**src/rtl/tccs_pkg.sv**
```systemverilog
// tccs_pkg: shared constants, codes and types of the text console core
// no dependencies; imported by every module of the block

package tccs_pkg;

   // geometry of the character memory
   localparam int COLUMNS    = 80;
   localparam int MAX_ROWS   = 64;
   localparam int TAB_SPACES = 8;

   localparam int CELLS  = COLUMNS * MAX_ROWS;
   localparam int ADDR_W = $clog2(CELLS);
   // sweep address also runs one row past the end while blanking
   localparam int SCR_W  = $clog2(CELLS + COLUMNS + 1);
   localparam int REM_W  = $clog2(TAB_SPACES + 1);

   // field widths
   localparam int CHAR_W = 8;
   localparam int COL_W  = 7;
   localparam int ROW_W  = 6;
   localparam int CFG_W  = 7;

   localparam logic [CFG_W-1:0] ROWS_RESET = CFG_W'(25);

   localparam logic [CHAR_W-1:0] CH_NEWLINE   = 8'h0A;
   localparam logic [CHAR_W-1:0] CH_BACKSPACE = 8'h08;
   localparam logic [CHAR_W-1:0] CH_TAB       = 8'h09;
   localparam logic [CHAR_W-1:0] CH_SPACE     = 8'h20;

   localparam logic CMD_PUT  = 1'b0;
   localparam logic CMD_READ = 1'b1;

   typedef enum logic [3:0] {
      ST_CLEAR,
      ST_IDLE,
      ST_READ,
      ST_READ_DATA,
      ST_WRITE,
      ST_SCROLL_RD,
      ST_SCROLL_WR,
      ST_BLANK,
      ST_DONE
   } state_type;

   typedef enum logic [1:0] {
      OP_ADVANCE,
      OP_NEWLINE,
      OP_BACKSPACE
   } op_type;

   typedef struct packed {
      logic              command;
      logic [CHAR_W-1:0] character;
      logic [COL_W-1:0]  read_column;
      logic [ROW_W-1:0]  read_row;
   } tccs_req_type;

   typedef struct packed {
      logic [CHAR_W-1:0] cell_character;
      logic [COL_W-1:0]  cursor_column;
      logic [ROW_W-1:0]  cursor_row;
      logic              scrolled;
   } tccs_rsp_type;

   typedef struct packed {
      logic              wr_en;
      logic [ADDR_W-1:0] wr_addr;
      logic [CHAR_W-1:0] wr_data;
      logic              rd_en;
      logic [ADDR_W-1:0] rd_addr;
   } tccs_ram_cmd_type;

endpackage

```
**src/rtl/tccs_ctrl.sv**
```systemverilog
// tccs_ctrl: sequencer of the console; cursor, clearing sweep, scroll copy
// depends on tccs_pkg; drives the tccs_cell_ram ports

module tccs_ctrl (
   input  logic                          clock,
   input  logic                          reset,
   input  logic [tccs_pkg::CFG_W-1:0]    rows_cfg,
   input  logic                          req_accept,
   input  tccs_pkg::tccs_req_type        req,
   output logic                          ready,
   input  logic                          out_free,
   output logic                          done,
   output tccs_pkg::tccs_rsp_type        rsp,
   output tccs_pkg::tccs_ram_cmd_type    ram_cmd,
   input  logic [tccs_pkg::CHAR_W-1:0]   ram_rd_data
);
   import tccs_pkg::*;

   state_type         state_ff, state_in;
   op_type            op_ff, op_in;
   logic [COL_W-1:0]  col_ff, col_in;
   logic [ROW_W-1:0]  line_ff, line_in;
   logic [CFG_W-1:0]  rows_ff, rows_in;
   logic [SCR_W-1:0]  end_ff, end_in;
   logic [SCR_W-1:0]  scr_ff, scr_in;
   logic [REM_W-1:0]  rem_ff, rem_in;
   logic [CHAR_W-1:0] wr_char_ff, wr_char_in;
   logic [CHAR_W-1:0] cell_ff, cell_in;
   logic              scrolled_ff, scrolled_in;
   logic              in_range_ff, in_range_in;
   logic [ADDR_W-1:0] rd_addr_ff, rd_addr_in;

   logic [CFG_W-1:0]  rows_clamped;
   logic [ROW_W-1:0]  line_put;
   logic [ADDR_W-1:0] cursor_addr;
   logic [SCR_W-1:0]  scr_back;

   always_comb begin
      if (rows_cfg == '0) begin
         rows_clamped = CFG_W'(1);
      end else if (rows_cfg > CFG_W'(MAX_ROWS)) begin
         rows_clamped = CFG_W'(MAX_ROWS);
      end else begin
         rows_clamped = rows_cfg;
      end
   end

   // cursor below the active area moves up to its last row on a put
   assign line_put = ({1'b0, line_ff} >= rows_clamped) ?
                     ROW_W'(rows_clamped - CFG_W'(1)) : line_ff;

   assign cursor_addr = ADDR_W'(ADDR_W'(line_ff) * ADDR_W'(COLUMNS) + ADDR_W'(col_ff));
   assign scr_back    = scr_ff - SCR_W'(COLUMNS);

   always_ff @(posedge clock) begin
      if (reset) begin
         state_ff <= ST_CLEAR;
         scr_ff   <= '0;
         col_ff   <= '0;
         line_ff  <= '0;
      end else begin
         state_ff <= state_in;
         scr_ff   <= scr_in;
         col_ff   <= col_in;
         line_ff  <= line_in;
      end
   end

   always_ff @(posedge clock) begin
      op_ff       <= op_in;
      rows_ff     <= rows_in;
      end_ff      <= end_in;
      rem_ff      <= rem_in;
      wr_char_ff  <= wr_char_in;
      cell_ff     <= cell_in;
      scrolled_ff <= scrolled_in;
      in_range_ff <= in_range_in;
      rd_addr_ff  <= rd_addr_in;
   end

   always_comb begin
      state_in    = state_ff;
      op_in       = op_ff;
      col_in      = col_ff;
      line_in     = line_ff;
      rows_in     = rows_ff;
      end_in      = end_ff;
      scr_in      = scr_ff;
      rem_in      = rem_ff;
      wr_char_in  = wr_char_ff;
      cell_in     = cell_ff;
      scrolled_in = scrolled_ff;
      in_range_in = in_range_ff;
      rd_addr_in  = rd_addr_ff;
      ready       = 1'b0;
      done        = 1'b0;
      ram_cmd     = '0;

      case (state_ff)
         ST_CLEAR: begin
            ram_cmd.wr_en   = 1'b1;
            ram_cmd.wr_addr = scr_ff[ADDR_W-1:0];
            ram_cmd.wr_data = CH_SPACE;
            scr_in          = scr_ff + SCR_W'(1);
            if (scr_ff == SCR_W'(CELLS - 1)) begin
               state_in = ST_IDLE;
            end
         end

         ST_IDLE: begin
            ready = 1'b1;
            if (req_accept) begin
               rows_in     = rows_clamped;
               end_in      = SCR_W'(SCR_W'(rows_clamped) * SCR_W'(COLUMNS));
               scrolled_in = 1'b0;
               cell_in     = CH_SPACE;
               if (req.command == CMD_READ) begin
                  in_range_in = ({1'b0, req.read_column} < (COL_W + 1)'(COLUMNS)) &&
                                ({1'b0, req.read_row} < rows_clamped);
                  rd_addr_in  = ADDR_W'(ADDR_W'(req.read_row) * ADDR_W'(COLUMNS) +
                                        ADDR_W'(req.read_column));
                  state_in    = ST_READ;
               end else begin
                  line_in = line_put;
                  rem_in  = REM_W'(1);
                  case (req.character)
                     CH_NEWLINE: begin
                        op_in      = OP_NEWLINE;
                        wr_char_in = CH_SPACE;
                     end
                     CH_BACKSPACE: begin
                        op_in      = OP_BACKSPACE;
                        wr_char_in = CH_SPACE;
                     end
                     CH_TAB: begin
                        op_in      = OP_ADVANCE;
                        wr_char_in = CH_SPACE;
                        rem_in     = REM_W'(TAB_SPACES);
                     end
                     default: begin
                        op_in      = OP_ADVANCE;
                        wr_char_in = req.character;
                     end
                  endcase
                  state_in = ST_WRITE;
               end
            end
         end

         ST_READ: begin
            if (in_range_ff) begin
               ram_cmd.rd_en   = 1'b1;
               ram_cmd.rd_addr = rd_addr_ff;
               state_in        = ST_READ_DATA;
            end else begin
               state_in = ST_DONE;
            end
         end

         ST_READ_DATA: begin
            cell_in  = ram_rd_data;
            state_in = ST_DONE;
         end

         ST_WRITE: begin
            ram_cmd.wr_en   = 1'b1;
            ram_cmd.wr_addr = cursor_addr;
            ram_cmd.wr_data = wr_char_ff;
            rem_in          = rem_ff - REM_W'(1);
            state_in        = (rem_ff == REM_W'(1)) ? ST_DONE : ST_WRITE;
            if (op_ff == OP_BACKSPACE) begin
               if (col_ff != '0) begin
                  col_in = col_ff - COL_W'(1);
               end
            end else if ((op_ff == OP_NEWLINE) ||
                         ({1'b0, col_ff} >= (COL_W + 1)'(COLUMNS - 1))) begin
               // start of next line, scrolling at the last active row
               col_in = '0;
               if ({1'b0, line_ff} >= rows_ff - CFG_W'(1)) begin
                  line_in     = ROW_W'(rows_ff - CFG_W'(1));
                  scrolled_in = 1'b1;
                  scr_in      = SCR_W'(COLUMNS);
                  state_in    = (rows_ff == CFG_W'(1)) ? ST_BLANK : ST_SCROLL_RD;
               end else begin
                  line_in = line_ff + ROW_W'(1);
               end
            end else begin
               col_in = col_ff + COL_W'(1);
            end
         end

         ST_SCROLL_RD: begin
            ram_cmd.rd_en   = 1'b1;
            ram_cmd.rd_addr = scr_ff[ADDR_W-1:0];
            state_in        = ST_SCROLL_WR;
         end

         ST_SCROLL_WR: begin
            // copy the cell one row up
            ram_cmd.wr_en   = 1'b1;
            ram_cmd.wr_addr = scr_back[ADDR_W-1:0];
            ram_cmd.wr_data = ram_rd_data;
            scr_in          = scr_ff + SCR_W'(1);
            state_in        = (scr_ff == end_ff - SCR_W'(1)) ? ST_BLANK : ST_SCROLL_RD;
         end

         ST_BLANK: begin
            // blank the last active row, one row behind the sweep address
            ram_cmd.wr_en   = 1'b1;
            ram_cmd.wr_addr = scr_back[ADDR_W-1:0];
            ram_cmd.wr_data = CH_SPACE;
            scr_in          = scr_ff + SCR_W'(1);
            if (scr_ff == end_ff + SCR_W'(COLUMNS - 1)) begin
               state_in = (rem_ff == '0) ? ST_DONE : ST_WRITE;
            end
         end

         ST_DONE: begin
            if (out_free) begin
               done     = 1'b1;
               state_in = ST_IDLE;
            end
         end

         default: begin
            state_in = ST_IDLE;
         end
      endcase
   end

   always_comb begin
      rsp.cell_character = cell_ff;
      rsp.cursor_column  = col_ff;
      rsp.cursor_row     = line_ff;
      rsp.scrolled       = scrolled_ff;
   end

endmodule

```
**config.mk**
```make
export PLATFORM = sky130hd
export DESIGN_NAME = tccs_ctrl
export DESIGN_NICKNAME = d
export VERILOG_FILES = /design/src/rtl/tccs_pkg.sv /design/src/rtl/tccs_ctrl.sv
export SDC_FILE = /design/constraint.sdc
export NUM_CORES = 1
export LEC_CHECK = 0
export ABC_AREA = 1
export BUFFER_PORTS_ARGS = -buffer_cell sky130_fd_sc_hd__buf_4
export CAP_MARGIN = 20
export CORE_MARGIN = 10
export CORE_UTILIZATION = 35
export CTS_BUF_LIST = sky130_fd_sc_hd__clkbuf_4
export CTS_CLUSTER_SIZE = 20
export DETAILED_ROUTE_END_ITERATION = 8
export PLACE_DENSITY = 0.56
export SETUP_SLACK_MARGIN = 0.5
export SYNTH_ARGS = -nofsm -noshare
export SYNTH_HDL_FRONTEND = slang
export SYNTH_SLANG_ARGS = --single-unit
```
**constraint.sdc**
```tcl
create_clock -name clock -period 6.6 [get_ports clock]
set_input_delay 0.99 -clock clock [delete_from_list [all_inputs] [get_ports clock]]
set_output_delay 0.99 -clock clock [all_outputs]
set_load 0.01 [all_outputs]
```
# Yosys cells after proc, flatten, opt, wreduce, memory -nomap -nowiden
# Cells that the tools add are included.
# totals
memories,0
mem_bits_rw,0
elab_cells,132
regBits,83
rom_bits,0
latchBits,0
# op_classes
n_div,0
mul,3
add_sub_neg,12
magnitude_cmp,6
n_eq_ne,28
reduce_logical,21
shift,0
bitwise,1
n_mux,48
# op_table
cell,n
$pmux 22 s4,1
$mux 4,13
$mux 13,3
$mux 6,6
$pmux 4 s9,1
$mux 7,5
$pmux 14 s2,1
$add 13x7->13,2
$eq 13x13->1,2
$pmux 13 s2,1
$eq 8x4->1 const B,3
$mul 6x3->9 const B,2
$ne 2x2->1 const B,9
$eq 4x3->1 const B,4
$pmux 8 s2,1
$ge 6x7->1,2
$mux 14,1
$sub 7x1->7 const B,2
$add 13x1->13 const B,1
$add 13x7->13 const B,1
$eq 13x13->1 const B,1
$sub 13x1->13 const B,1
$sub 13x7->13 const B,1
$pmux 6 s2,1
other kinds (36),54

# Depth between registers and ports, before layout
# Gate-level depths: netlist of run 1.
# logic_depth
depth_word,8
ltp_mapped,19

# Worst setup path before layout of run 1
# OpenSTA, ideal clock, no wires.
# synth_timing
path_kind,flip-flop to output port
from,register line_ff[1]
to,output ram_cmd[34] (netlist bit)
stages_incl_launch_ff,10
t_arrival_ns,2.070
n_path_buf,0
t_required_ns,5.610
path_slack_ns,3.540
cell_sequence,dfxtp_1 -> ha_1 -> ha_1 -> inv_1 -> fa_1 -> nor2_1 -> nand3_1 -> o21ai_0 -> nand2_1 -> o221ai_1
# synth_rtl
item,line_no,text
from (decl),tccs_ctrl.sv:22,"logic [ROW_W-1:0] line_ff, line_in;"
from (signal assigned),tccs_ctrl.sv:65,line_ff <= line_in;
to (decl),tccs_ctrl.sv:14,"output tccs_pkg::tccs_ram_cmd_type ram_cmd,"

==> flow_summary.json, run 1 <==
{
  "hold_violations": 0,
  "dp_cells": 1212,
  "die_area_um2": 24900,
  "critical_path.slowest_cell": "sky130_fd_sc_hd__dfxtp_1",
  "edff_count_synth": 51,
  "initial_utilization_pct": 35.6,
  "outcome": "finished, final reports clean",
  "ys_warnings": 0,
  "cp_startpoint_kind": "flip-flop",
  "crit-reg2reg-capture": "scrolled_ff",
  "synth_top_flop_cell": "sky130_fd_sc_hd__edfxtp_1",
  "criticalPathCategory": "reg2out",
  "startpoint": "line_ff[1]",
  "floorplan.die.width_um": 158,
  "root_buffer": "sky130_fd_sc_hd__clkbuf_4",
  "clk_latency_ns": 0.47,
  "post_cts_hold_buffer_count": 0,
  "weighted_congestion_at_the_end_of_routability_driven_global_placement": 0.921,
  "setup_violations": 0,
  "netlist-cell-type-count": 50,
  "reg2reg_slack_ns": 3.42,
  "relative_slew_margins_pct": 45.8,
  "post_synth.cell_area_avg_um2": 7.39,
  "drive_above_1_share_pct": 15.5,
  "top_cell_by_count_worst_path": "sky130_fd_sc_hd__ha_1",
  "post-dp-hpwl_um": 16900,
  "worstHoldPathCells": 2,
  "grt_max_degree": 29,
  "hp-start": "scr_ff[1]",
  "cts_resized": 0,
  "grt_use_total_pct": 16.7,
  "critical_path_cell_by_cell": "ha_1 -> ha_1 -> inv_1 -> fa_1 -> nor2_1 -> nand3_1 -> o21ai_0 -> nand2_1 -> o221ai_1 -> buf_4",
  "clkSlewWorstSetupHoldPaths_ns": 0.14,
  "clk_pwr_share_pct": 21.2,
  "dr_total_vias": 6215,
  "static-leakage-power_nw": 3.58,
  "max_stage_delay_ns": 0.60,
  "vdd_ir_drop_max_uv": 61.3,
  "sequential_share_of_the_synthesized_area_pct": 32.0,
  "final_cell_count_no_fill": 1230,
  "cpLargestDelayFamily": "adder cells",
  "via_per_inst": 5.05,
  "maxClockFrequency_mhz": 252,
  "fin_skew_ns": 0.0187,
  "layout.nets": 1098,
  "drt.antenna.violating_nets": 0,
  "1st_iter_drt_viols": 468,
  "synth_async_sr_flop_share_pct": 0,
  "power_report.internal_total_w": 0.000797,
  "worst_pin_slew_ns": 0.810,
  "power_density_over_cell_area_nw_per_um2": 165,
  "port_buffers": 100,
  "rsz0062_at_grt": "false",
  "ys_seq_elements": 81,
  "worst-endpoint-required_ns": 5.61,
  "whs_endpoint": "scr_ff[1]",
  "wl_per_cell_um": 16.8,
  "fin_max_slew_vios": 0,
  "core_area_um2": 18700,
  "grt_antenna_before_repair": 0,
  "post-route-period-util_pct": 60.1,
  "globalRouteOverflowTotal": 0,
  "routed_wirelength_um": 20700,
  "cts_post_setup_buffers_inserted": 0,
  "worstRegToRegCells": 14,
  "groute.layer.met1.usage_pct": 21.9,
  "drcViolationCount": 0,
  "first_global_vias": 6016,
  "netSwitchingFraction_pct": 37.4,
  "firstDrtPassIters": 5,
  "cts_sinks": 81,
  "power_frac_seq_pct": 48.2,
  "finalWorstPathRequiredPeriod_ns": 3.96,
  "floorplan.die.height_um": 158,
  "maxCapViolCount": 0,
  "rows": 50,
  "critical_path_data_arrival_time_ns": 2.97,
  "combinational_power_share_pct": 30.6,
  "critical_path.reg2reg.startpoint": "rows_ff[0]",
  "cts_inserted_buffers": 9,
  "post_synth_instance_area_um2": 6660,
  "cts-root-to-sink-buffers": 2,
  "critical_path.endpoint_type": "output pin",
  "flow.area_growth_from_synthesis_pct": 15.8,
  "tns_ns": 0,
  "timing.hold.worst.class": "reg2reg",
  "clock_tree.htree_level_count": 3,
  "clock_tree_from_tritoncts": "yes",
  "met3_track_demand_over_resource_pct": 3.09,
  "synth_nets": 1009,
  "io_pins": 101,
  "filler_cell_count": 1955,
  "crit_fanout": 8,
  "met2_track_usage_gr_pct": 26.9,
  "net-switching-power_w": 0.000476,
  "critical_path.n_buffers_inverters": 2,
  "globalRoute.busiestLayer": "met2",
  "grt_first_pass_wirelength_um": 32700,
  "postSynthCellCount": 901
}
## through the flow
stage	worst slack [ns]	power, W	util (%)	cell area, um2	hold WS [ns]
floorplan	3.54	0.000875	-	6660	0.465
global placement	3.06	0.00101	40.5	7580	0.487
detailed placement	3.18	0.00101	40.5	7580	0.497
CTS	2.62	0.00128	41.2	7700	0.516
global route	2.39	0.00136	41.2	7710	0.539
finish	2.64	0.00127	41.2	7710	0.514
## worst max-delay path by stage
stage | end | cells past startpoint
after floorplan | ram_cmd[34] | 9
after global placement | rd_addr_ff[0] | 5
after detailed placement | ram_cmd[34] | 10
after CTS | ram_cmd[34] | 10
after global routing | ram_cmd[34] | 10
final | ram_cmd[34] | 10
## power by group through the flow
stage	clock network, W	logic (W)	registers, W
floorplan	0	0.000267	0.000608
global placement	0	0.000385	0.000624
detailed placement	0	0.000388	0.000625
CTS	0.000277	0.000390	0.000614
global route	0.000298	0.000440	0.000619
finish	0.000269	0.000389	0.000614
## synthesized netlist by cell type, types with 5 or more instances
cell,n,area share [%]
sky130_fd_sc_hd__a21oi_1,53,4.0
sky130_fd_sc_hd__a31oi_1,6,0.56
sky130_fd_sc_hd__buf_2,5,0.38
sky130_fd_sc_hd__clkbuf_1,13,0.73
sky130_fd_sc_hd__dfxtp_1,30,9.0
sky130_fd_sc_hd__edfxtp_1,51,23
sky130_fd_sc_hd__fa_1,5,1.5
sky130_fd_sc_hd__ha_1,62,12
sky130_fd_sc_hd__inv_1,128,7.2
sky130_fd_sc_hd__inv_2,8,0.45
sky130_fd_sc_hd__nand2_1,189,11
sky130_fd_sc_hd__nand2_2,7,0.66
sky130_fd_sc_hd__nand3_1,68,5.1
sky130_fd_sc_hd__nand4_1,13,1.2
sky130_fd_sc_hd__nor2_1,82,4.6
sky130_fd_sc_hd__nor3_1,12,0.90
sky130_fd_sc_hd__o21ai_0,66,5.0
sky130_fd_sc_hd__o221ai_1,5,0.66
sky130_fd_sc_hd__o22ai_1,7,0.66
sky130_fd_sc_hd__or2_2,7,0.66
sky130_fd_sc_hd__xnor2_1,10,1.3
sky130_fd_sc_hd__xor2_1,28,3.7
## per-layer routing
layer,vias up,part of all wire (%)
li1,3167,-
met1,2836,46
met2,178,46
met3,34,5.2
met4,0,2.4
met5,-,0
## logic make-up (layout without fill, tap and decap cells)
kind of cell             Yosys count  count (layout)  synth area share (%)
AO/OA/AOI/OAI                    157             157                  13.7
other                              0               1                     0
AND/OR/NAND/NOR                  394             394                  26.0
flip-flops                        81              81                  32.0
XOR/XNOR                          39              39                  5.34
adder cells (fa/ha/maj)           67              67                  13.2
buffers and inverters            163             257                  9.76
## sequential cells by signal, indices dropped and copies added (netlist names), 6 cells and up
name,flops
end_ff,7
cell_ff,8
rows_ff,7
line_ff,6
rd_addr_ff,13
col_ff,7
wr_char_ff,8
scr_ff,13
## final cells by class
type | instances | area [um2] | area share, %
antenna | 1 | 2.50 | 0.0325
sequential | 81 | 2130 | 27.7
tap | 234 | 293 | 3.80
timing repair buffer | 102 | 766 | 9.93
clock buffer | 9 | 67.6 | 0.876
inverter | 139 | 527 | 6.83
clock inverter | 7 | 46.3 | 0.601
multi-input combinational | 657 | 3870 | 50.3
## worst reg2reg max path, delay by kind of cell, from the launching register on
kind / cells / cell delay [ns]
AOI/OAI and AO/OA: 1 / 0.60
xor gates and xnor gates: 1 / 0.14
adders and majority gates: 2 / 0.61
buffers and inverters: 3 / 0.32
DFF: 1 / 0.50
and+or+nand+nor: 7 / 0.75
## cell usage in the layout (no fill, tap or decap), types with 4 or more instances in the layout
cell	count
sky130_fd_sc_hd__o221ai_1	5
sky130_fd_sc_hd__nor4_1	4
sky130_fd_sc_hd__fa_1	5
sky130_fd_sc_hd__buf_4	102
sky130_fd_sc_hd__nor3_1	12
sky130_fd_sc_hd__inv_1	128
sky130_fd_sc_hd__xnor2_1	10
sky130_fd_sc_hd__inv_2	8
sky130_fd_sc_hd__a21oi_1	53
sky130_fd_sc_hd__edfxtp_1	51
sky130_fd_sc_hd__ha_1	62
sky130_fd_sc_hd__o22ai_1	7
sky130_fd_sc_hd__clkbuf_4	9
sky130_fd_sc_hd__nor2_1	82
sky130_fd_sc_hd__o211ai_1	4
sky130_fd_sc_hd__nand2_2	7
sky130_fd_sc_hd__nand2_1	189
sky130_fd_sc_hd__nand3_1	68
sky130_fd_sc_hd__a31oi_1	6
sky130_fd_sc_hd__o21ai_0	66
sky130_fd_sc_hd__or2_2	7
sky130_fd_sc_hd__xor2_1	28
sky130_fd_sc_hd__dfxtp_1	30
sky130_fd_sc_hd__nand4_1	13
sky130_fd_sc_hd__a22oi_1	4
Power figures use the tool's default switching activity.
==> inputs of run 2 (changes only) <==
==> constraint.sdc (replaced) <==
create_clock -name clock -period 3.7 [get_ports clock]
set_input_delay 0.555 -clock clock [delete_from_list [all_inputs] [get_ports clock]]
set_output_delay 0.555 -clock clock [all_outputs]
set_load 0.01 [all_outputs]
==> run 2 against run 1 <==
  * Utilization rose by 0.99 points
  * Worst hold slack got worse by 0.26 ns
  * Setup slack worse by 2.0 ns
  * Final cell count grew 0.33%
  * Clock skew is 0.0023 ns higher
  * Power grew 92%
  * Sequential cell count stayed put
==> flow_summary.json, run 2 (synthesis results as in run 1) <==
{
  "uppermost_layer_routed": "met4",
  "met2_wirelength_um": 9580,
  "clk_latency_ns": 0.47,
  "layout.area.seq_um2": 2150,
  "worst_setup_margin_ns": 0.600,
  "first_global_vias": 5989,
  "port_buffers": 100,
  "layout.nets": 1102,
  "rows": 50,
  "core_area_um2": 18700,
  "initial_utilization_pct": 35.6,
  "worst-endpoint-required_ns": 3.14,
  "clkSlewWorstSetupHoldPaths_ns": 0.14,
  "wl_met3_um": 1260,
  "grt_use_total_pct": 16.2,
  "flow.area_growth_from_synthesis_pct": 18.6,
  "critical_path_cell_by_cell": "ha_1 -> ha_2 -> inv_2 -> fa_2 -> nor2_4 -> nand3_2 -> o21ai_1 -> nand2_1 -> o221ai_1 -> buf_4",
  "critical_path_data_arrival_time_ns": 2.54,
  "cts_inserted_buffers": 9,
  "worst_pin_slew_ns": 0.860,
  "clock_tree_from_tritoncts": "yes",
  "post_cts_hold_buffer_count": 0,
  "via_per_inst": 5.05,
  "fin_skew_ns": 0.0210,
  "tns_ns": 0,
  "criticalPathCategory": "reg2out",
  "timing.hold.worst.class": "in2reg",
  "firstDrtPassIters": 5,
  "fin_max_slew_vios": 0,
  "drcViolationCount": 0,
  "max_stage_delay_ns": 0.48,
  "routed_wirelength_um": 20500,
  "floorplan.die.width_um": 158,
  "wl_per_cell_um": 16.6,
  "filler_cell_count": 1954,
  "weighted_congestion_at_the_end_of_routability_driven_global_placement": 0.904,
  "finalWorstPathRequiredPeriod_ns": 3.10,
  "post-route-period-util_pct": 83.8,
  "routedLengthMet1_um": 9330,
  "cts_sinks": 81,
  "drive_above_1_share_pct": 17.8,
  "post-place-ws_ns": 0.773,
  "largestRegisters": "rd_addr_ff: 13 flops, scr_ff: 13 flops",
  "1st_iter_drt_viols": 486,
  "grt_antenna_before_repair": 1,
  "grt_first_pass_wirelength_um": 31900,
  "critical_path.endpoint_type": "output pin",
  "clock_tree.htree_level_count": 3,
  "root_buffer": "sky130_fd_sc_hd__clkbuf_4",
  "maxCapViolCount": 0,
  "dr_total_vias": 6229,
  "hold_violations": 0,
  "setup_violations": 0,
  "vdd_ir_drop_max_uv": 156,
  "rsz0062_at_grt": "true",
  "drt.antenna.violating_nets": 0,
  "most-common-layout-cells": "sky130_fd_sc_hd__nand2_1, sky130_fd_sc_hd__inv_1, sky130_fd_sc_hd__buf_4",
  "mostFrequentLayoutCell": "sky130_fd_sc_hd__nand2_1",
  "floorplan.die.height_um": 158,
  "cts-root-to-sink-buffers": 2,
  "post-dp-hpwl_um": 16500,
  "die_area_um2": 24900,
  "crit_fanout": 3,
  "cp_startpoint_kind": "flip-flop",
  "power_density_over_cell_area_nw_per_um2": 309,
  "static-leakage-power_nw": 3.65,
  "maxClockFrequency_mhz": 323,
  "io_pins": 101,
  "outcome": "finished, final reports clean",
  "grt_max_degree": 29,
  "critical_path.slowest_cell": "sky130_fd_sc_hd__fa_2",
  "relative_slew_margins_pct": 42.4,
  "multi_input_comb_area_um2": 3960,
  "globalRouteOverflowTotal": 0
}
run 2: final cells by class:
class,instances,area share [%]
Inverter,139,6.67
Clock inverter,7,1.28
Timing Repair Buffer,106,10.1
Multi-Input combinational cell,657,50.1
Tap cell,234,3.71
Clock buffer,9,0.856
Antenna cell,1,0.0317
Sequential cell,81,27.3
run 2: report_power, final:
part	leakage (nW)	internal [W]	switching [W]
clock network	0.0888	0.000282	0.000353
logic	2.85	0.000270	0.000446
registers	0.710	0.00103	0.0000644
total	3.65	0.00158	0.000863
run 2: worst paths after layout:
kind	from	slack (ns)	end	cells past startpoint
setup / recovery	line_ff[1]	0.60	ram_cmd[34]	10
hold / removal	req[7]	0.26	rd_addr_ff[1]	1
setup reg to reg	rows_ff[0]	0.82	scr_ff[0]	17
hold reg to reg	scr_ff[3]	0.51	scr_ff[3]	2
run 2: worst max-delay path: cells and delay by family (launching register included):
| family | cells | cell delay (ns) |
|---|---|---|
| buffers and inverters | 2 | 0.21 |
| adder cells (fa/ha/maj) | 3 | 0.96 |
| AND/OR/NAND/NOR | 3 | 0.30 |
| flip-flops | 1 | 0.38 |
| AO/OA/AOI/OAI | 2 | 0.23 |
run 2: timing repair:
| item | in CTS | in global routing |
|---|---|---|
| hold endpoints to repair | 0 | 0 |
| gates cloned | 0 | 0 |
| setup endpoints to repair | 5 | 8 |
| resized for setup | 14 | 16 |
| buffers inserted | 0 | 3 |
| pin swaps | 4 | 4 |
run 2: layer usage:
metal,global-route usage (%),up-vias
met2,26.4,172
met1,21.4,2855
met5,0,-
met4,4.94,0
li1,-,3181
met3,2.69,21
run 2: stage by stage:
stage	power (W)	area, um2	hold slack (ns)	utilization [%]	std cells
after floorplan	0.00156	6660	0.465	-	901
after global placement	0.00181	7600	0.489	40.6	1214
after detailed placement	0.00180	7600	0.490	40.6	1214
after CTS	0.00244	7800	0.234	41.7	1230
after global routing	0.00258	7890	0.238	42.2	1234
final	0.00244	7890	0.257	42.2	1234
